File: config.mk
export PLATFORM = sky130hd
export DESIGN_NAME = char_lcd_nibble_sequencer_core
export DESIGN_NICKNAME = d
export VERILOG_FILES = /design/src/hdl/clnsq_pkg.sv /design/src/hdl/char_lcd_nibble_sequencer_core.sv /design/src/hdl/clnsq_front.sv /design/src/hdl/clnsq_queue.sv /design/src/hdl/clnsq_back.sv
export SDC_FILE = /design/constraint.sdc
export NUM_CORES = 1
export LEC_CHECK = 0
export ABC_CLOCK_PERIOD_IN_PS = 3250
export BUFFER_PORTS_ARGS = -buffer_cell sky130_fd_sc_hd__buf_2
export CELL_PAD_IN_SITES_DETAIL_PLACEMENT = 0
export CELL_PAD_IN_SITES_GLOBAL_PLACEMENT = 1
export CORE_ASPECT_RATIO = 1.75
export CORE_MARGIN = 3
export CORE_UTILIZATION = 42
export CTS_CLUSTER_DIAMETER = 50
export CTS_CLUSTER_SIZE = 14
export DETAILED_ROUTE_END_ITERATION = 10
export PLACE_DENSITY = 0.78
export SETUP_SLACK_MARGIN = 0.3
export SYNTH_ARGS = -nofsm -noshare
export SYNTH_HDL_FRONTEND = slang
export SYNTH_SLANG_ARGS = --single-unit
File: constraint.sdc
create_clock -name clk -period 3.25 [get_ports clk]
set_input_delay 0.1625 -clock clk [delete_from_list [all_inputs] [get_ports clk]]
set_output_delay 0.1625 -clock clk [all_outputs]
set_load 0.005 [all_outputs]
File: src/hdl/clnsq_pkg.sv
// Shared types, codes and constants for the character LCD nibble sequencer.
// No dependencies; imported by every module of the block.
package clnsq_pkg;

  // Display geometry
  localparam int NUM_COLUMNS = 20;
  localparam int NUM_ROWS    = 4;

  // Job queue between front and back
  localparam int QUEUE_DEPTH = 4;
  localparam int QUEUE_AW    = $clog2(QUEUE_DEPTH);

  // Timing constants in microseconds
  localparam logic [17:0] POWERUP_US   = 18'd60000;
  localparam logic [17:0] CMD_US       = 18'd1000;
  localparam logic [17:0] CLEAR_US     = 18'd200000;
  localparam logic [17:0] WAKE1_US     = 18'd5000;
  localparam logic [17:0] WAKE2_US     = 18'd1000;
  localparam logic [17:0] WAKE3_US     = 18'd10000;
  localparam logic [17:0] INIT_TAIL_US = 18'd11000;   // command delay plus 10 ms

  // LCD command bytes
  localparam logic [7:0] CMD_CLEAR     = 8'h01;
  localparam logic [7:0] CMD_SET_DDRAM = 8'h80;
  localparam logic [7:0] CMD_FSET_4BIT = 8'h20;
  localparam logic [7:0] CMD_FSET_4LN  = 8'h28;
  localparam logic [7:0] CMD_DISP_OFF  = 8'h08;
  localparam logic [7:0] CMD_ENTRY     = 8'h06;
  localparam logic [7:0] CMD_DISP_ON   = 8'h0C;
  localparam logic [3:0] WAKE_NIBBLE   = 4'h3;

  // Init sequence layout: one quiet phase, three wake nibbles, six bytes
  localparam logic [4:0] INIT_BYTE_STEP = 5'd7;
  localparam logic [4:0] INIT_LAST_STEP = 5'd30;

  // Input item kinds
  typedef enum logic [1:0] {
    KIND_INIT   = 2'd0,
    KIND_CMD    = 2'd1,
    KIND_DATA   = 2'd2,
    KIND_CURSOR = 2'd3
  } kind_t;

  // Configuration register indexes
  typedef enum logic [2:0] {
    REG_FOUR_LINE  = 3'd0,
    REG_SECOND_OFS = 3'd1,
    REG_THIRD_OFS  = 3'd2,
    REG_FOURTH_OFS = 3'd3,
    REG_ENABLE_US  = 3'd4
  } reg_index_t;

  // Extra delay on the final low phase of a byte
  typedef enum logic [1:0] {
    EXTRA_NONE  = 2'd0,
    EXTRA_CMD   = 2'd1,
    EXTRA_CLEAR = 2'd2
  } extra_t;

  // One classified job as it sits in the queue
  typedef struct packed {
    logic       init;
    logic       rs;
    logic [7:0] data;
    extra_t     extra;
  } job_t;

  // Bytes of the init sequence after the wake nibbles
  function automatic logic [7:0] init_byte(input logic [2:0] idx, input logic four_line);
    logic [7:0] b;
    case (idx)
      3'd0:    b = CMD_FSET_4BIT;
      3'd1:    b = four_line ? CMD_FSET_4LN : CMD_FSET_4BIT;
      3'd2:    b = CMD_DISP_OFF;
      3'd3:    b = CMD_CLEAR;
      3'd4:    b = CMD_ENTRY;
      3'd5:    b = CMD_DISP_ON;
      default: b = CMD_DISP_ON;
    endcase
    return b;
  endfunction

endpackage

File: src/hdl/char_lcd_nibble_sequencer_core.sv
// Top level of the character LCD nibble sequencer: configuration registers and wiring.
// Depends on clnsq_pkg, clnsq_front, clnsq_queue and clnsq_back.
//
//  channel  | handshake             | payload
//  ---------+-----------------------+------------------------------------------
//  in       | in_valid / in_ready   | kind, value, row, column
//  out      | out_valid / out_ready | register_select, nibble, enable, hold_us, last
//  cfg      | cfg_we                | cfg_index, cfg_data
//
// One pin phase leaves per cycle while out_ready does not hold the output. The single
// phase sequencer in the back end steps each byte as a high and a low phase per nibble.
// The front end classifies an item in the cycle it is taken and queues it (4 jobs),
// so input is taken while the sequencer or the output stalls, until the queue is full.
// A job's first phase is registered once it is at the queue head and the output advances.
// Reset is synchronous; it empties the queue and loads register defaults.
module char_lcd_nibble_sequencer_core
  import clnsq_pkg::*;
(
  input  logic        clk,
  input  logic        rst,
  input  logic        cfg_we,
  input  logic [2:0]  cfg_index,
  input  logic [9:0]  cfg_data,
  input  logic        in_valid,
  output logic        in_ready,
  input  logic [1:0]  kind,
  input  logic [7:0]  value,
  input  logic [7:0]  row,
  input  logic [7:0]  column,
  output logic        out_valid,
  input  logic        out_ready,
  output logic        register_select,
  output logic [3:0]  nibble,
  output logic        enable,
  output logic [17:0] hold_us,
  output logic        last
);

  logic       four_line_mode;
  logic [6:0] second_row_offset;
  logic [6:0] third_row_offset;
  logic [6:0] fourth_row_offset;
  logic [9:0] enable_us;

  job_t       front_job;
  job_t       head_job;
  logic       q_full;
  logic       head_valid;
  logic       pop;
  logic       push;

  // Configuration registers
  always_ff @(posedge clk) begin
    if (rst) begin
      four_line_mode    <= 1'b1;
      second_row_offset <= 7'd64;
      third_row_offset  <= 7'd20;
      fourth_row_offset <= 7'd84;
      enable_us         <= 10'd50;
    end else if (cfg_we) begin
      case (reg_index_t'(cfg_index))
        REG_FOUR_LINE:  four_line_mode    <= cfg_data[0];
        REG_SECOND_OFS: second_row_offset <= cfg_data[6:0];
        REG_THIRD_OFS:  third_row_offset  <= cfg_data[6:0];
        REG_FOURTH_OFS: fourth_row_offset <= cfg_data[6:0];
        REG_ENABLE_US:  enable_us         <= cfg_data;
        default:        enable_us         <= enable_us;
      endcase
    end
  end

  assign in_ready = !q_full;
  assign push     = in_valid && in_ready;

  clnsq_front u_front (
    .kind              (kind),
    .value             (value),
    .row               (row),
    .column            (column),
    .four_line_mode    (four_line_mode),
    .second_row_offset (second_row_offset),
    .third_row_offset  (third_row_offset),
    .fourth_row_offset (fourth_row_offset),
    .job               (front_job)
  );

  clnsq_queue u_queue (
    .clk        (clk),
    .rst        (rst),
    .push       (push),
    .push_job   (front_job),
    .pop        (pop),
    .full       (q_full),
    .head_valid (head_valid),
    .head_job   (head_job)
  );

  clnsq_back u_back (
    .clk             (clk),
    .rst             (rst),
    .head_valid      (head_valid),
    .head_job        (head_job),
    .pop             (pop),
    .four_line_mode  (four_line_mode),
    .enable_us       (enable_us),
    .out_valid       (out_valid),
    .out_ready       (out_ready),
    .register_select (register_select),
    .nibble          (nibble),
    .enable          (enable),
    .hold_us         (hold_us),
    .last            (last)
  );

endmodule

File: src/hdl/clnsq_front.sv
// Front end: classifies an input item into a queue job and computes cursor addresses.
// Depends on clnsq_pkg.
module clnsq_front
  import clnsq_pkg::*;
(
  input  logic [1:0] kind,
  input  logic [7:0] value,
  input  logic [7:0] row,
  input  logic [7:0] column,
  input  logic       four_line_mode,
  input  logic [6:0] second_row_offset,
  input  logic [6:0] third_row_offset,
  input  logic [6:0] fourth_row_offset,
  output job_t       job
);

  logic [2:0] row_c;
  logic [5:0] col_c;
  logic [6:0] col_m1;
  logic [6:0] row_ofs;
  logic [6:0] addr;

  // Clamp row and column
  always_comb begin
    if (row == 8'd0) begin
      row_c = 3'd1;
    end else if (row > 8'(NUM_ROWS)) begin
      row_c = 3'(NUM_ROWS);
    end else begin
      row_c = row[2:0];
    end
    if (column == 8'd0) begin
      col_c = 6'd1;
    end else if (column > 8'(NUM_COLUMNS)) begin
      col_c = 6'(NUM_COLUMNS);
    end else begin
      col_c = column[5:0];
    end
    col_m1 = {1'b0, col_c} - 7'd1;
  end

  // Row offset and DDRAM address (wraps at 7 bits)
  always_comb begin
    row_ofs = 7'd0;
    addr    = 7'd0;
    if (four_line_mode) begin
      case (row_c)
        3'd2:    row_ofs = second_row_offset;
        3'd3:    row_ofs = third_row_offset;
        3'd4:    row_ofs = fourth_row_offset;
        default: row_ofs = 7'd0;
      endcase
      addr = row_ofs + col_m1;
    end else begin
      case (row_c)
        3'd1:    addr = col_m1;
        3'd3:    addr = second_row_offset + col_m1;
        default: addr = 7'd0;
      endcase
    end
  end

  // Classify
  always_comb begin
    job.init  = 1'b0;
    job.rs    = 1'b0;
    job.data  = value;
    job.extra = EXTRA_NONE;
    case (kind_t'(kind))
      KIND_INIT: begin
        job.init = 1'b1;
      end
      KIND_CMD: begin
        job.extra = (value == CMD_CLEAR) ? EXTRA_CLEAR : EXTRA_CMD;
      end
      KIND_DATA: begin
        job.rs = 1'b1;
      end
      KIND_CURSOR: begin
        job.data = CMD_SET_DDRAM | {1'b0, addr};
      end
      default: begin
        job.init = 1'b0;
      end
    endcase
  end

endmodule

File: src/hdl/clnsq_queue.sv
// Short job queue between the front end and the phase sequencer.
// Depends on clnsq_pkg.
module clnsq_queue
  import clnsq_pkg::*;
(
  input  logic clk,
  input  logic rst,
  input  logic push,
  input  job_t push_job,
  input  logic pop,
  output logic full,
  output logic head_valid,
  output job_t head_job
);

  job_t                mem [QUEUE_DEPTH];
  logic [QUEUE_AW-1:0] wr_ptr;
  logic [QUEUE_AW-1:0] rd_ptr;
  logic [QUEUE_AW:0]   count;

  assign full       = (count == (QUEUE_AW+1)'(QUEUE_DEPTH));
  assign head_valid = (count != '0);
  assign head_job   = mem[rd_ptr];

  // Storage
  always_ff @(posedge clk) begin
    if (push) begin
      mem[wr_ptr] <= push_job;
    end
  end

  // Pointers and fill count
  always_ff @(posedge clk) begin
    if (rst) begin
      wr_ptr <= '0;
      rd_ptr <= '0;
      count  <= '0;
    end else begin
      if (push) begin
        wr_ptr <= wr_ptr + 1'b1;
      end
      if (pop) begin
        rd_ptr <= rd_ptr + 1'b1;
      end
      case ({push, pop})
        2'b10:   count <= count + 1'b1;
        2'b01:   count <= count - 1'b1;
        default: count <= count;
      endcase
    end
  end

endmodule

File: src/hdl/clnsq_back.sv
// Back end: steps through the pin phases of the head job into the output register.
// Depends on clnsq_pkg.
module clnsq_back
  import clnsq_pkg::*;
(
  input  logic        clk,
  input  logic        rst,
  input  logic        head_valid,
  input  job_t        head_job,
  output logic        pop,
  input  logic        four_line_mode,
  input  logic [9:0]  enable_us,
  output logic        out_valid,
  input  logic        out_ready,
  output logic        register_select,
  output logic [3:0]  nibble,
  output logic        enable,
  output logic [17:0] hold_us,
  output logic        last
);

  logic [4:0]  step;
  logic        advance;
  logic [4:0]  t;
  logic [1:0]  sub;
  logic [7:0]  cur_byte;
  logic [17:0] extra_us;
  logic        ph_rs;
  logic [3:0]  ph_nib;
  logic        ph_en;
  logic [17:0] ph_hold;
  logic        ph_last;
  logic        quiet;

  // Phase decode from job and step
  always_comb begin
    t        = step - INIT_BYTE_STEP;
    sub      = head_job.init ? t[1:0] : step[1:0];
    cur_byte = head_job.init ? init_byte(t[4:2], four_line_mode) : head_job.data;
    quiet    = 1'b0;
    extra_us = '0;
    ph_rs    = head_job.rs;
    ph_nib   = sub[1] ? cur_byte[3:0] : cur_byte[7:4];
    ph_en    = ~sub[0];
    ph_last  = 1'b0;
    if (head_job.init) begin
      ph_last = (step == INIT_LAST_STEP);
      if (step == 5'd0) begin
        quiet  = 1'b1;
        ph_nib = 4'h0;
        ph_en  = 1'b0;
      end else if (step < INIT_BYTE_STEP) begin
        // Wake nibbles: odd steps high, even steps low with their own delay
        ph_nib = WAKE_NIBBLE;
        ph_en  = step[0];
        case (step)
          5'd2:    extra_us = WAKE1_US;
          5'd4:    extra_us = WAKE2_US;
          5'd6:    extra_us = WAKE3_US;
          default: extra_us = '0;
        endcase
      end else if (sub == 2'd3) begin
        case (t[4:2])
          3'd3:    extra_us = CLEAR_US;
          3'd5:    extra_us = INIT_TAIL_US;
          default: extra_us = CMD_US;
        endcase
      end
    end else begin
      ph_last = (sub == 2'd3);
      if (sub == 2'd3) begin
        case (head_job.extra)
          EXTRA_CMD:   extra_us = CMD_US;
          EXTRA_CLEAR: extra_us = CLEAR_US;
          default:     extra_us = '0;
        endcase
      end
    end
    if (quiet) begin
      ph_hold = POWERUP_US;
    end else if (ph_en) begin
      ph_hold = {8'd0, enable_us};
    end else begin
      ph_hold = {8'd0, enable_us} + extra_us;
    end
  end

  assign advance = !out_valid || out_ready;
  assign pop     = advance && head_valid && ph_last;

  // Step counter and output register
  always_ff @(posedge clk) begin
    if (rst) begin
      step      <= '0;
      out_valid <= 1'b0;
    end else if (advance) begin
      out_valid <= head_valid;
      if (head_valid) begin
        step <= ph_last ? 5'd0 : step + 5'd1;
      end
    end
  end

  always_ff @(posedge clk) begin
    if (advance && head_valid) begin
      register_select <= ph_rs;
      nibble          <= ph_nib;
      enable          <= ph_en;
      hold_us         <= ph_hold;
      last            <= ph_last;
    end
  end

endmodule
Word-level counts from Yosys, hierarchy flattened
Memories as Yosys holds them, arrays and structs flattened. A register that Yosys moved wholly into a read port is not among the register bits.
Index checks and enable logic that the tools add are counted.
{"block": "totals", "regBits": 70, "mem_bits_rw": 48, "in_bits": 44, "output_inout_bits": 27, "word_cells": 121, "memories": 1}
{"block": "classes", "addsub": 10, "order_cmp": 3, "n_eq_ne": 27, "mux": 42, "bitwise_logic": 1, "reduce_logical": 21}
{"name": "u_queue.mem", "depth": 4, "width": 12, "read_ports": 1, "rd_clocked_by_memory_dff": 1, "wr": 1, "line": "clnsq_queue.sv:16", "text": "job_t mem [QUEUE_DEPTH];"}
{"operator": "18-bit two-way mux", "n": 5}
{"operator": "18-bit case mux with 2 select lines", "n": 2}
{"operator": "14-bit case mux with 3 select lines", "n": 1}
{"operator": "8-bit case mux with 5 select lines", "n": 1}
{"operator": "7-bit case mux with 3 select lines", "n": 1}
{"operator": "4-bit two-way mux", "n": 5}
{"operator": "10-bit by 18-bit adder with 18-bit output", "n": 1}
{"operator": "3-bit by 2-bit == test with 1-bit output, second input constant", "n": 6}
{"operator": "8-bit zero test", "n": 2}
{"operator": "16-bit two-way mux", "n": 1}
{"operator": "8-bit two-way mux", "n": 2}
{"operator": "3-bit == test, second input constant", "n": 5}
{"operator": "7-bit adder", "n": 2}
{"operator": "7-bit two-way mux", "n": 2}
{"operator": "7-bit case mux with 2 select lines", "n": 1}
{"operator": "6-bit two-way mux", "n": 2}
{"operator": "2-bit AND reduction", "n": 6}
{"operator": "2-bit == test, second input constant", "n": 5}
{"operator": "5-bit by 3-bit == test with 1-bit output, second input constant", "n": 2}
{"operator": "1-bit two-way mux", "n": 10}
{"operator": "2-bit two-way mux", "n": 5}
{"operator": "3-bit by 1-bit == test with 1-bit output, second input constant", "n": 3}
{"operator": "8-bit by 1-bit == test with 1-bit output, second input constant", "n": 1}
{"operator": "8-bit by 3-bit greater-than comparator with 1-bit output, second input constant", "n": 1}
{"operator": "other kinds (24)", "n": 32}

Depth between registers and ports, before layout
Gate-level depths: netlist of run 1.
{"block": "logic_depth", "depth_word": 9, "mapped_depth": 17, "ltp_nobuf": 16}

Cells and area by module
From an unflattened synthesis of run 1, not the netlist that was laid out.
{"block": "unflattened", "hier_cells": 612, "area_unflattened_um2": 6732.7}
{"mod": "clnsq_queue", "instances": 1, "cells_each": 109, "area_per_inst_um2": 2170.8, "seq_area_each_um2": 1621.6}
{"mod": "clnsq_back", "instances": 1, "cells_each": 220, "area_per_inst_um2": 2120.8, "seq_area_each_um2": 840.8}
{"mod": "char_lcd_nibble_sequencer_core", "instances": 1, "cells_each": 130, "area_per_inst_um2": 1366.3, "seq_area_each_um2": 640.6}
{"mod": "clnsq_front", "instances": 1, "cells_each": 153, "area_per_inst_um2": 1074.8, "seq_area_each_um2": 0.0}

Least setup slack after synthesis of run 1
Ideal clock, no wire load.
{"block": "synth_path", "kind": "register -> register", "start": "register u_queue.count[0]", "end": "register u_queue.count[2]", "setup_ns": 0.071, "t_arrival_ns": 3.474, "required_ns": 3.179, "slack_ns": -0.294, "path_stages_with_launch": 10, "n_path_buf": 0, "period_less_slack_ns": 3.544, "path_cell_list": "dfxtp_1 > nor3_1 > a21oi_1 > and2_2 > ha_1 > inv_1 > fa_1 > xor2_1 > or3_1 > a21oi_1"}
{"block": "synth_between", "elab_chain_len": 5, "word_cells_on_any_way": 12, "classes_between": "add/sub: 2; eq/ne: 3; mux: 1; reduce/logical: 6"}
{"item": "from (decl)", "line": "clnsq_queue.sv:19", "text": "logic [QUEUE_AW:0] count;"}
{"item": "from (signal assigned)", "line": "clnsq_queue.sv:46", "text": "2'b10: count <= count + 1'b1;"}
{"item": "from (signal assigned)", "line": "clnsq_queue.sv:47", "text": "2'b01: count <= count - 1'b1;"}
{"item": "from (signal assigned)", "line": "clnsq_queue.sv:48", "text": "default: count <= count;"}
{"item": "3-bit nonzero test *", "line": "clnsq_queue.sv:22", "text": "assign head_valid = (count != '0);"}
{"item": "1-bit logical AND * (2 in series)", "line": "clnsq_back.sv:89", "text": "assign pop = advance && head_valid && ph_last;"}
{"item": "via pop", "line": "char_lcd_nibble_sequencer_core.sv:49", "text": "logic pop;"}
{"item": "2-bit by 1-bit == test with 1-bit output / 2-bit == test (equally long branches)", "line": "clnsq_queue.sv:45", "text": "case ({push, pop})"}
{"item": "3-bit case mux with 2 select lines / 2-bit nonzero test (equally long branches)"}
The timed path passes the listed nets; every way through them passes the cells marked *.
A chain may end at the register's enable or synchronous reset.

Worst setup path in the final report of run 1
{"block": "layout_path", "start": "register u_back.step[0]", "end": "register u_back.nibble[0] (data pin)"}
{"block": "layout_between", "elab_chain_len": 8, "word_cells_on_any_way": 15, "classes_between": "add/sub: 1; order compare: 1; eq/ne: 4; mux: 7; reduce/logical: 2"}
{"item": "from (decl)", "line": "clnsq_back.sv:22", "text": "logic [4:0] step;"}
{"item": "from (signal assigned)", "line": "clnsq_back.sv:99", "text": "step <= ph_last ? 5'd0 : step + 5'd1;"}
{"item": "5-bit by 3-bit subtractor with 5-bit output", "line": "clnsq_back.sv:37", "text": "t = step - INIT_BYTE_STEP;"}
{"item": "3-bit == test, or another cell as far along", "line": "clnsq_pkg.sv:71", "text": "case (idx)"}
{"item": "8-bit case mux with 5 select lines", "line": "clnsq_pkg.sv:71"}
{"item": "8-bit two-way mux", "line": "clnsq_back.sv:39", "text": "cur_byte = head_job.init ? init_byte(t[4:2], four_line_mode) : head_job.data;"}
{"item": "4-bit two-way mux", "line": "clnsq_back.sv:43", "text": "ph_nib = sub[1] ? cur_byte[3:0] : cur_byte[7:4];"}
{"item": "4-bit two-way mux", "line": "clnsq_back.sv:52", "text": "end else if (step < INIT_BYTE_STEP) begin"}
{"item": "4-bit two-way mux", "line": "clnsq_back.sv:48", "text": "if (step == 5'd0) begin"}
{"item": "4-bit two-way mux *", "line": "clnsq_back.sv:46", "text": "if (head_job.init) begin"}
{"item": "via u_back.ph_nib[0]", "line": "clnsq_back.sv:29", "text": "logic [3:0] ph_nib;"}
{"item": "to (signal assigned)", "line": "clnsq_back.sv:107", "text": "nibble <= ph_nib;"}
{"item": "to (decl)", "line": "clnsq_back.sv:16", "text": "output logic [3:0] nibble,"}
Marked as above.

==> out/results.tsv, run 1 <==
metric	value	unit
share of layout cells above drive strength 1	0.310	
Final #Nets	838	
final setup fails	0	
Most used DFF post-synth	edfxtp_1	
CTS Root Cell	clkbuf_16	
CP startpoint kind	register	
Max Freq	320	MHz
yosys warns	0	
Clock Sinks	119	
wire length per cell	17.6	um
Final Util	0.550	
Tmin final	3.13	ns
Initial DRC Count	232	
initial antenna violation count	0	
chip width	99.9	um
Worst Skew	0.0112	ns
worst-path fanout max	5	
final wirelength	16900	um
Fillers	1337	
hold endpoint	fourth_row_offset[2]	
area occupied by multi-input gates	3330	um2
status	finished clean	
pin count of the biggest net entering global routing	43	
hold_sp	cfg_data[2]	
Critical Path End Type	register	
Cells after Synth	635	
Slowest cell on crit path	dfxtp_4	
R2R cell count	19	
sequential area share after synthesis	0.478	
Power per Cell Area	506	nW/um2
worst skew pair latency	0.42	ns
FF-to-FF End	u_back.nibble[0]	
dpl cells	898	
Yosys cell types	70	
Synth Register Bits	119	
r2r setup slk	0.12	ns
full die area	17000	um2
Reg clk slew, reported paths	0.06	ns
worst-case clock buffer depth	2	
Synth area leader	edfxtp_1	
endpoints failing hold	0	
maxcap violations	0	
Detailed Place HPWL	12900	um
top post-synthesis cells by area	edfxtp_1 33%, dfxtp_1 15%, ha_1 5.4%	
CP cell instances	ha_4 -> nor2b_4 -> o21bai_4 -> a21oi_4 -> inv_2 -> buf_4 -> buf_4 -> buf_4 -> buf_4 -> buf_4 -> buf_4 -> buf_4 -> buf_4 -> buf_4 -> buf_4 -> buf_4 -> buf_4 -> a21oi_1 -> o22ai_1	
Synth async-reset ratio	0	
RSZ-0062 raised after global routing	yes	
CORE AREA	15000	um2
grt total ovfl	0	
area grow syn2layout	27.1	%
critical path class	reg -> reg	
CP Data Required Time	3.40	ns
Synth top area share	0.333	
Vert. Die Dim	170	um
Max H-tree Level	4	
Hold WC Path Type	in -> reg	
Vias per Instance	5.52	
via count	5291	
Mapped Area	6490	um2
row cnt	59	
DRC errors left	0	
TritonCTS Buffers	17	
EDFF count, synth	72	
Placed Instance Area	7250	um2
Tcrit/Tclk final	0.963	
Design Area, Final	8240	um2
Port Buffers	70	
Layout Cells excl Fill	958	
gpl congestion	0.902	
vias in the first global route	5413	
Max Slew Vio Count	0	
Tot Pwr	4170	uW
final antenna diode count	0	
setup TNS	0	ns
Final ANT Viol Nets	0	
normalized max-slew margin	0.524	
global-route usage over all layers	0.203	
Max stage delay on crit path	0.37	ns
CTS tree	built	
syn_area_per_cell	10.2	um2
drt first pass iters	4	
beginning of the worst register-to-register path	u_back.step[0]	
Min-Delay Path Depth	3	
cell mode on critical path	buf_4	
initial core utilization	0.433	
worst slew pin tran	0.714	ns
Top Ports	71	
Seq. cell area	3120	um2
arrival time worst endpoint	3.28	ns
Max VDD drop	0.364	mV
first-pass GRT wire length	26600	um
Lkg Pwr	0.00333	uW
[layer usage]
| metal | vias to the layer above | routed length [um] | GRT usage |
|---|---|---|---|
| li1 | 2573 | - | - |
| met1 | 2530 | 5670 | 0.184 |
| met2 | 136 | 9810 | 0.401 |
| met3 | 52 | 426 | 0.0308 |
| met4 | 0 | 974 | 0.133 |
| met5 | - | 0 | 0 |
[what timing repair did]
item	4_1_cts	5_1_grt
hold buffers	3	0
gates resized for setup	38	19
endpoints found under the hold margin	3	0
pin swaps	14	9
buffers inserted	20	5
gates cloned	0	0
endpoints found under the setup margin	12	14
[cells in the mapped netlist, drive strengths merged, types with 3 or more instances]
master / n
a211o: 5
a211oi: 4
a21o: 5
a21oi: 37
a22oi: 4
a31oi: 7
and2: 11
and3: 8
buf: 17
clkbuf: 14
dfxtp: 47
edfxtp: 72
fa: 4
ha: 28
inv: 27
mux2: 5
mux2i: 21
mux4: 12
nand2: 85
nand2b: 7
nand3: 14
nand3b: 8
nand4: 4
nor2: 53
nor2b: 12
nor3: 7
nor3b: 3
nor4: 5
o211ai: 4
o21a: 5
o21ai: 38
o22ai: 5
o31a: 3
o31ai: 4
or2: 3
or3: 3
xnor2: 9
xor2: 10
[worst max-delay path, delay by kind of cell (launching register included)]
family                     cells  cell delay, ns
adders and majority gates      1            0.17
buffers and inverters         13            1.51
DFF                            1            0.37
and+or+nand+nor                1            0.12
AOI/OAI and AO/OA              4            0.70
[final cells by class]
cell class | count | share of cell area
Clock buffer | 17 | 0.0516
Tap cell | 183 | 0.0278
Multi-Input combinational cell | 459 | 0.405
Inverter | 27 | 0.0123
Sequential cell | 119 | 0.378
Clock inverter | 15 | 0.0176
Timing Repair Buffer | 138 | 0.108
[cell families (layout without fill, tap and decap cells)]
logic type               count (synthesis)  count (layout)  share of synthesized area
other                                    1               2                   0.000578
flip-flops                             119             119                      0.478
buffers and inverters                   58             197                     0.0388
multiplexers                            38              38                     0.0828
adder cells (fa/ha/maj)                 32              32                     0.0664
AO/OA/AOI/OAI                          139             139                      0.138
XOR/XNOR                                19              19                     0.0257
AND/OR/NAND/NOR                        229             229                      0.170
[where the power goes]
group          switching, uW  internal, uW  leakage (uW)  total [uW]
Combinational            352           258       0.00200         611
Sequential              42.1          1730       0.00106        1770
Clock                    722          1070      0.000265        1790
[per-stage QoR]
stage	setup slack, ns	hold slack, ns
final	0.121	0.0232
after global routing	0.0153	0.0345
after CTS	0.0939	0.0152
after detailed placement	-0.0746	0.413
after global placement	0.0306	0.408
after floorplan	0.123	0.269
[how the worst max path moves through the flow]
stage	start	end	slack, ns
2_1_floorplan	register	u_back.hold_us[11]	0.12
3_3_place_gp	u_back.step[0]	u_back.hold_us[11]	0.03
3_5_place_dp	u_back.step[0]	u_back.hold_us[11]	-0.07
4_1_cts	u_back.step[0]	u_back.hold_us[11]	0.09
5_1_grt	u_back.step[0]	u_back.hold_us[11]	0.02
6_report	u_back.step[0]	u_back.nibble[0]	0.12
[state kept, by name, summed over array words and instances, names as in the netlist, 2 cells and up, named ones only]
signal / cells
u_queue.rd_ptr: 2
second_row_offset: 7
enable_us: 10
u_back.nibble: 4
u_queue.wr_ptr: 2
third_row_offset: 7
u_queue.count: 3
fourth_row_offset: 7
u_queue.mem: 48
u_back.hold_us: 17
u_back.step: 5
[placed cells by master (no fill, tap or decap), drive strengths merged, types with 5 or more instances in the layout]
master    Yosys  routed
nor3          7       7
clkinvlp      0       5
xor2         10      10
mux2i        21      21
clkbuf       14      17
nand3b        8       8
a31oi         7       7
nor4          5       5
and3          8       8
a21oi        37      37
o21a          5       5
o22ai         5       5
mux4         12      12
edfxtp       72      72
nor2b        12      12
o21ai        38      38
nand2b        7       7
dfxtp        47      47
xnor2         9       9
and2         11      11
a211o         5       5
buf          17     135
inv          27      33
a21o          5       5
mux2          5       5
nor2         53      53
nand2        85      85
ha           28      28
nand3        14      14
No activity file was read; power rests on OpenSTA's default activity.
==> inputs of run 2 (changes only) <==
==> constraint.sdc (replaced) <==
create_clock -name clk -period 3.25 [get_ports clk]
set_input_delay 0.65 -clock clk [delete_from_list [all_inputs] [get_ports clk]]
set_output_delay 0.65 -clock clk [all_outputs]
set_load 0.005 [all_outputs]
==> run 2 against run 1 <==
Cell count grew 2.1%. Worst setup slack lost 0.024 ns. Non-clock buffer count grew 20. Fmax shrank 0.76%. Critical path depth grew 1. Critical endpoint unchanged. Largest cell class unchanged. Largest power group unchanged.
==> out/results.tsv, run 2 (synthesis gave the netlist of run 1 again) <==
metric	value	unit	change
CORE AREA	15000	um2	unchanged
row cnt	59		unchanged
global-route usage over all layers	0.206		+0.00276
Tcrit/Tclk final	0.970		+0.00741
wire length per cell	17.6	um	about the same
Lkg Pwr	0.00346	uW	+3.9%
CP Data Required Time	3.39	ns	about the same
worst-path fanout max	4		-1
final antenna diode count	0		unchanged
hold endpoint	enable_us[0]		
Min-Delay Path Depth	2		-1
critical path class	reg -> reg		
DRC errors left	0		unchanged
TritonCTS Buffers	17		unchanged
worst setup margin	0.0966	ns	-0.0241 ns
initial antenna violation count	0		unchanged
pin count of the biggest net entering global routing	43		unchanged
Design Area, Final	8490	um2	+3.0%
worst-case clock buffer depth	2		unchanged
commonest non-fill, non-tap cell in the layout	buf_4		
Tmin final	3.15	ns	+0.0241 ns
worst slew pin tran	0.705	ns	-0.00920 ns
setup TNS	0	ns	unchanged
final setup fails	0		unchanged
hold_sp	enable_us[0]		
vias in the first global route	5576		+3.0%
Initial DRC Count	244		+5.2%
area grow syn2layout	30.9	%	
RSZ-0062 raised after global routing	yes		
largest registers	u_queue.mem: 48 flops, u_back.hold_us: 17 flops, enable_us: 10 flops		
CP cell instances	ha_4 -> nor2b_1 -> o21bai_4 -> a21oi_2 -> inv_1 -> buf_4 -> buf_4 -> buf_4 -> buf_4 -> buf_4 -> buf_4 -> buf_4 -> buf_4 -> buf_4 -> buf_4 -> buf_4 -> buf_4 -> buf_4 -> a21oi_1 -> o22ai_1		
Worst Skew	0.00682	ns	-0.00440 ns
status	finished clean		
gpl congestion	0.906		+0.45%
drt first pass iters	4		unchanged
Max VDD drop	0.325	mV	-11%
Max H-tree Level	4		unchanged
DP Worst Slack	-0.133	ns	-0.0582 ns
grt total ovfl	0		unchanged
arrival time worst endpoint	3.29	ns	about the same
Slowest cell on crit path	dfxtp_4		
Top Ports	71		unchanged
via count	5436		+2.7%
CTS tree	built		
Fillers	1316		-1.6%
first-pass GRT wire length	27200	um	+2.1%
Max Slew Vio Count	0		unchanged
final wirelength	17200	um	+2.1%
CTS Root Cell	clkbuf_16		
Reg clk slew, reported paths	0.06	ns	about the same
Port Buffers	70		unchanged
CP startpoint kind	register		
Detailed Place HPWL	13000	um	+0.89%
most frequent cells in the layout	84 x buf_4, 83 x nand2_1, 72 x edfxtp_1		
FF-to-FF End	u_back.nibble[0]		
normalized max-slew margin	0.530		+0.00613
r2r setup slk	0.1	ns	-0.02 ns
Vert. Die Dim	170	um	unchanged
Max Freq	317	MHz	-0.76%
Clock Sinks	119		unchanged
max FFs per register	48		unchanged
share of layout cells above drive strength 1	0.341		+0.0312
Power per Cell Area	505	nW/um2	about the same
Seq. cell area	3110	um2	about the same
Final ANT Viol Nets	0		unchanged
largest register by flop count	u_queue.mem		
CP delay by family, top	buffers and inverters		
Hold WC Path Type	reg -> reg		
area occupied by multi-input gates	3410	um2	+2.4%
full die area	17000	um2	unchanged
R2R cell count	20		+1
initial core utilization	0.433		unchanged
beginning of the worst register-to-register path	u_back.step[0]		
worst skew pair latency	0.40	ns	-0.02 ns
chip width	99.9	um	unchanged
Max stage delay on crit path	0.36	ns	about the same
maxcap violations	0		unchanged
Final #Nets	858		+2.4%
WP buf/inv	14		+1
Placed Instance Area	7480	um2	+3.2%
Vias per Instance	5.56		+0.64%
Critical Path End Type	register		
cell mode on critical path	buf_4		
endpoints failing hold	0		unchanged
run 2: cell types whose count changed in the layout (fill, tap and decap cells not counted), moves of 3 or more:
| cell | before | now |
|---|---|---|
| buf_4 | 61 | 84 |
| dlygate4sd3_1 | 3 | 0 |
| o21ai_0 | 30 | 27 |
| o21ai_2 | 2 | 5 |
run 2: cell type report:
type / instances / share of cell area
Clock buffer: 18 / 0.0505
Clock inverter: 14 / 0.0205
Inverter: 27 / 0.0119
Multi-Input combinational cell: 459 / 0.402
Sequential cell: 119 / 0.367
Tap cell: 183 / 0.0270
Timing Repair Buffer: 158 / 0.122
run 2: timing repair:
action                                 CTS  global route
cloned                                   0             0
pin swaps                                8             9
hold buffers                             0             0
gates resized for setup                 22            38
setup endpoints to repair               13            22
endpoints found under the hold margin    0             0
setup buffers                           15             7
run 2: worst reg2reg max path: stages, from the launching register on:
cell and delay [ns]:
dfxtp_4 0.36, ha_4 0.16, nor2b_1 0.14, o21bai_4 0.19, a21oi_2 0.15, inv_1 0.08, buf_4 0.13, buf_4 0.12
buf_4 0.12, buf_4 0.12, buf_4 0.12, buf_4 0.12, buf_4 0.12, buf_4 0.12, buf_4 0.12, buf_4 0.12
buf_4 0.12, buf_4 0.13, buf_4 0.12, a21oi_1 0.14, o22ai_1 0.09
run 2: worst max path at each step:
stage	start	to	depth (start not counted)
finish	u_back.step[0]	u_back.nibble[0]	20
floorplan	column[1]	u_queue.mem[0][8]	12
global placement	u_back.step[0]	u_back.hold_us[8]	15
global route	register	u_back.hold_us[11]	13
detailed placement	u_back.step[0]	u_back.hold_us[8]	15
CTS	register	u_back.hold_us[11]	13
run 2: metrics by stage:
stage	cells	power [uW]	hold slack (ns)	util
after floorplan	636	2150	0.429	-
after global placement	924	2370	0.440	0.499
after detailed placement	924	2380	0.446	0.499
after CTS	971	4300	0.454	0.553
after global routing	978	4460	0.473	0.567
final	978	4290	0.452	0.567
run 2: where the power goes:
| part | leakage [uW] | switching (uW) | internal (uW) |
|---|---|---|---|
| registers | 0.00106 | 42.6 | 1730 |
| logic | 0.00212 | 356 | 268 |
| clock network | 0.000283 | 688 | 1210 |
run 2: per-layer routing:
metal / track usage / wire [um] / vias up
li1: - / - / 2599
met1: 0.191 / 5710 / 2602
met2: 0.401 / 9830 / 167
met3: 0.0316 / 533 / 68
met4: 0.136 / 1170 / 0
met5: 0 / 0 / -
==> inputs of run 3 (changes only) <==
==> constraint.sdc (replaced) <==
create_clock -name clk -period 3.25 [get_ports clk]
set_input_delay 0.325 -clock clk [delete_from_list [all_inputs] [get_ports clk]]
set_output_delay 0.325 -clock clk [all_outputs]
set_load 0.005 [all_outputs]
==> run 3 against run 2 <==
Via count fell by 4.1%. Routed wire length down 3.8%. Global-route usage down 0.51 points. Critical path depth down 8. Non-clock buffer count decreased by 30. Critical endpoint is now u_back.hold_us[9].
==> out/results.tsv, run 3 (synthesis gave the netlist of run 1 again) <==
metric	value	unit	change
Top Ports	71		unchanged
max FFs per register	48		unchanged
FF-to-FF End	u_back.hold_us[9]		
Critical Path End Type	register		
initial antenna violation count	0		unchanged
maxcap violations	0		unchanged
CTS tree	built		
Hold WC Path Type	in -> reg		
initial core utilization	0.433		unchanged
largest registers	u_queue.mem: 48 flops, u_back.hold_us: 17 flops, enable_us: 10 flops		
Fillers	1313		-0.23%
Final ANT Viol Nets	0		unchanged
Reg clk slew, reported paths	0.06	ns	about the same
endpoints failing hold	0		unchanged
worst slew pin tran	0.697	ns	-0.00810 ns
normalized max-slew margin	0.535		+0.00540
worst setup path end	u_back.hold_us[9]		
final wirelength	16600	um	-3.8%
R2R cell count	12		-40%
Vert. Die Dim	170	um	unchanged
CTS Hold Bufs	0		unchanged
wire length per cell	17.5	um	-0.73%
share of layout cells above drive strength 1	0.293		-0.0481
setup TNS	0	ns	unchanged
Vias per Instance	5.50		-1.1%
via count	5213		-4.1%
final antenna diode count	0		unchanged
gpl congestion	0.908		+0.14%
worst-path fanout max	9		+5
Design Area, Final	8220	um2	-3.3%
Final #Nets	828		-3.5%
worst setup margin	0.141	ns	+0.0442 ns
first-pass GRT wire length	26300	um	-3.2%
global-route usage over all layers	0.201		-0.00512
Port Buffers	70		unchanged
arrival time worst endpoint	3.28	ns	about the same
Power per Cell Area	522	nW/um2	+3.2%
grt total ovfl	0		unchanged
chip width	99.9	um	unchanged
Initial DRC Count	200		-18%
worst-case clock buffer depth	2		unchanged
hold_sp	cfg_data[8]		
most frequent cells in the layout	83 x nand2_1, 72 x edfxtp_1, 70 x buf_2		
commonest non-fill, non-tap cell in the layout	nand2_1		
Worst Skew	0.0138	ns	+0.00694 ns
RSZ-0062 raised after global routing	yes		
Placed Instance Area	7220	um2	-3.6%
CP startpoint kind	register		
Lkg Pwr	0.00334	uW	-3.4%
worst skew pair latency	0.41	ns	about the same
TritonCTS Buffers	17		unchanged
row cnt	59		unchanged
full die area	17000	um2	unchanged
DP Worst Slack	-0.00420	ns	+0.129 ns
Tot Pwr	4290	uW	-0.16%
final setup fails	0		unchanged
Max VDD drop	0.343	mV	+5.5%
area grow syn2layout	26.7	%	
Tmin final	3.11	ns	-0.0442 ns
DRC errors left	0		unchanged
vias in the first global route	5523		-0.95%
largest register by flop count	u_queue.mem		
CP Data Required Time	3.42	ns	+0.03 ns
Clock Sinks	119		unchanged
CTS Root Cell	clkbuf_16		
status	finished clean		
critical path class	reg -> reg		
CORE AREA	15000	um2	unchanged
Max Slew Vio Count	0		unchanged
Detailed Place HPWL	12500	um	-3.7%
Max H-tree Level	4		unchanged
r2r setup slk	0.14	ns	+0.04 ns
Max Freq	322	MHz	+1.4%
drt first pass iters	5		+1
pin count of the biggest net entering global routing	43		unchanged
Tcrit/Tclk final	0.957		-0.0136
-- run 3: changes by cell type in the layout (fill, tap and decap cells not counted), moves of 3 or more --
cell | previous run | this run
buf_4 | 84 | 46
buf_6 | 5 | 12
inv_6 | 3 | 7
o21ai_0 | 27 | 31
o21ai_2 | 5 | 1
clkinvlp_4 | 4 | 1
nor4_1 | 2 | 5
o31ai_1 | 1 | 4
o31ai_2 | 3 | 0
-- run 3: stage by stage --
stage,hold slack [ns],utilization,std cells
after floorplan,0.429,-,636
final,0.146,0.548,948
after CTS,0.133,0.538,944
after detailed placement,0.446,0.482,893
after global routing,0.150,0.548,948
after global placement,0.441,0.482,893
-- run 3: metal layers --
layer / vias up / track usage / share of wire / routed length (um)
met5: - / 0 / 0 / 0
met4: 0 / 0.105 / 0.046 / 759
met3: 46 / 0.0381 / 0.029 / 488
met2: 129 / 0.406 / 0.59 / 9800
met1: 2484 / 0.180 / 0.33 / 5540
li1: 2554 / - / - / -
-- run 3: worst max-delay path, cell delays in order, from the launching register on --
cell and delay (ns):
dfxtp_4 0.38, mux4_2 0.52, buf_6 0.16, a21o_1 0.18, a21oi_2 0.18, ha_2 0.22, inv_2 0.04, fa_2 0.35
nor2b_4 0.13, o31a_1 0.18, o311a_1 0.21, a211oi_1 0.07, a211o_1 0.24
-- run 3: what timing repair did --
action                                  CTS  global route
hold endpoints to repair                  0             0
gates cloned                              0             0
pin swaps                                15            16
setup buffers                            19             4
gates resized for setup                  27            28
endpoints found under the setup margin    8            12
-- run 3: how the worst min path moves through the flow --
stage / cells after the start / endpoint
after floorplan: 2 / enable_us[1]
after global placement: 2 / enable_us[0]
after detailed placement: 2 / enable_us[2]
after CTS: 3 / enable_us[8]
after global routing: 3 / enable_us[9]
final: 3 / enable_us[8]
-- run 3: cell type report --
| class | instances | area (um2) | share of cell area |
|---|---|---|---|
| multi-input combinational | 459 | 3320 | 0.405 |
| sequential | 119 | 3120 | 0.379 |
| timing repair buffer | 128 | 831 | 0.101 |
| clock buffer | 17 | 425 | 0.0518 |
| tap | 183 | 229 | 0.0279 |
| clock inverter | 15 | 189 | 0.0230 |
| inverter | 27 | 101 | 0.0123 |
-- run 3: power by group --
part / leakage [uW] / internal, uW / switching (uW)
Clock: 0.000302 / 1220 / 704
Sequential: 0.00106 / 1730 / 43.4
Combinational: 0.00198 / 242 / 344
Total: 0.00334 / 3190 / 1090
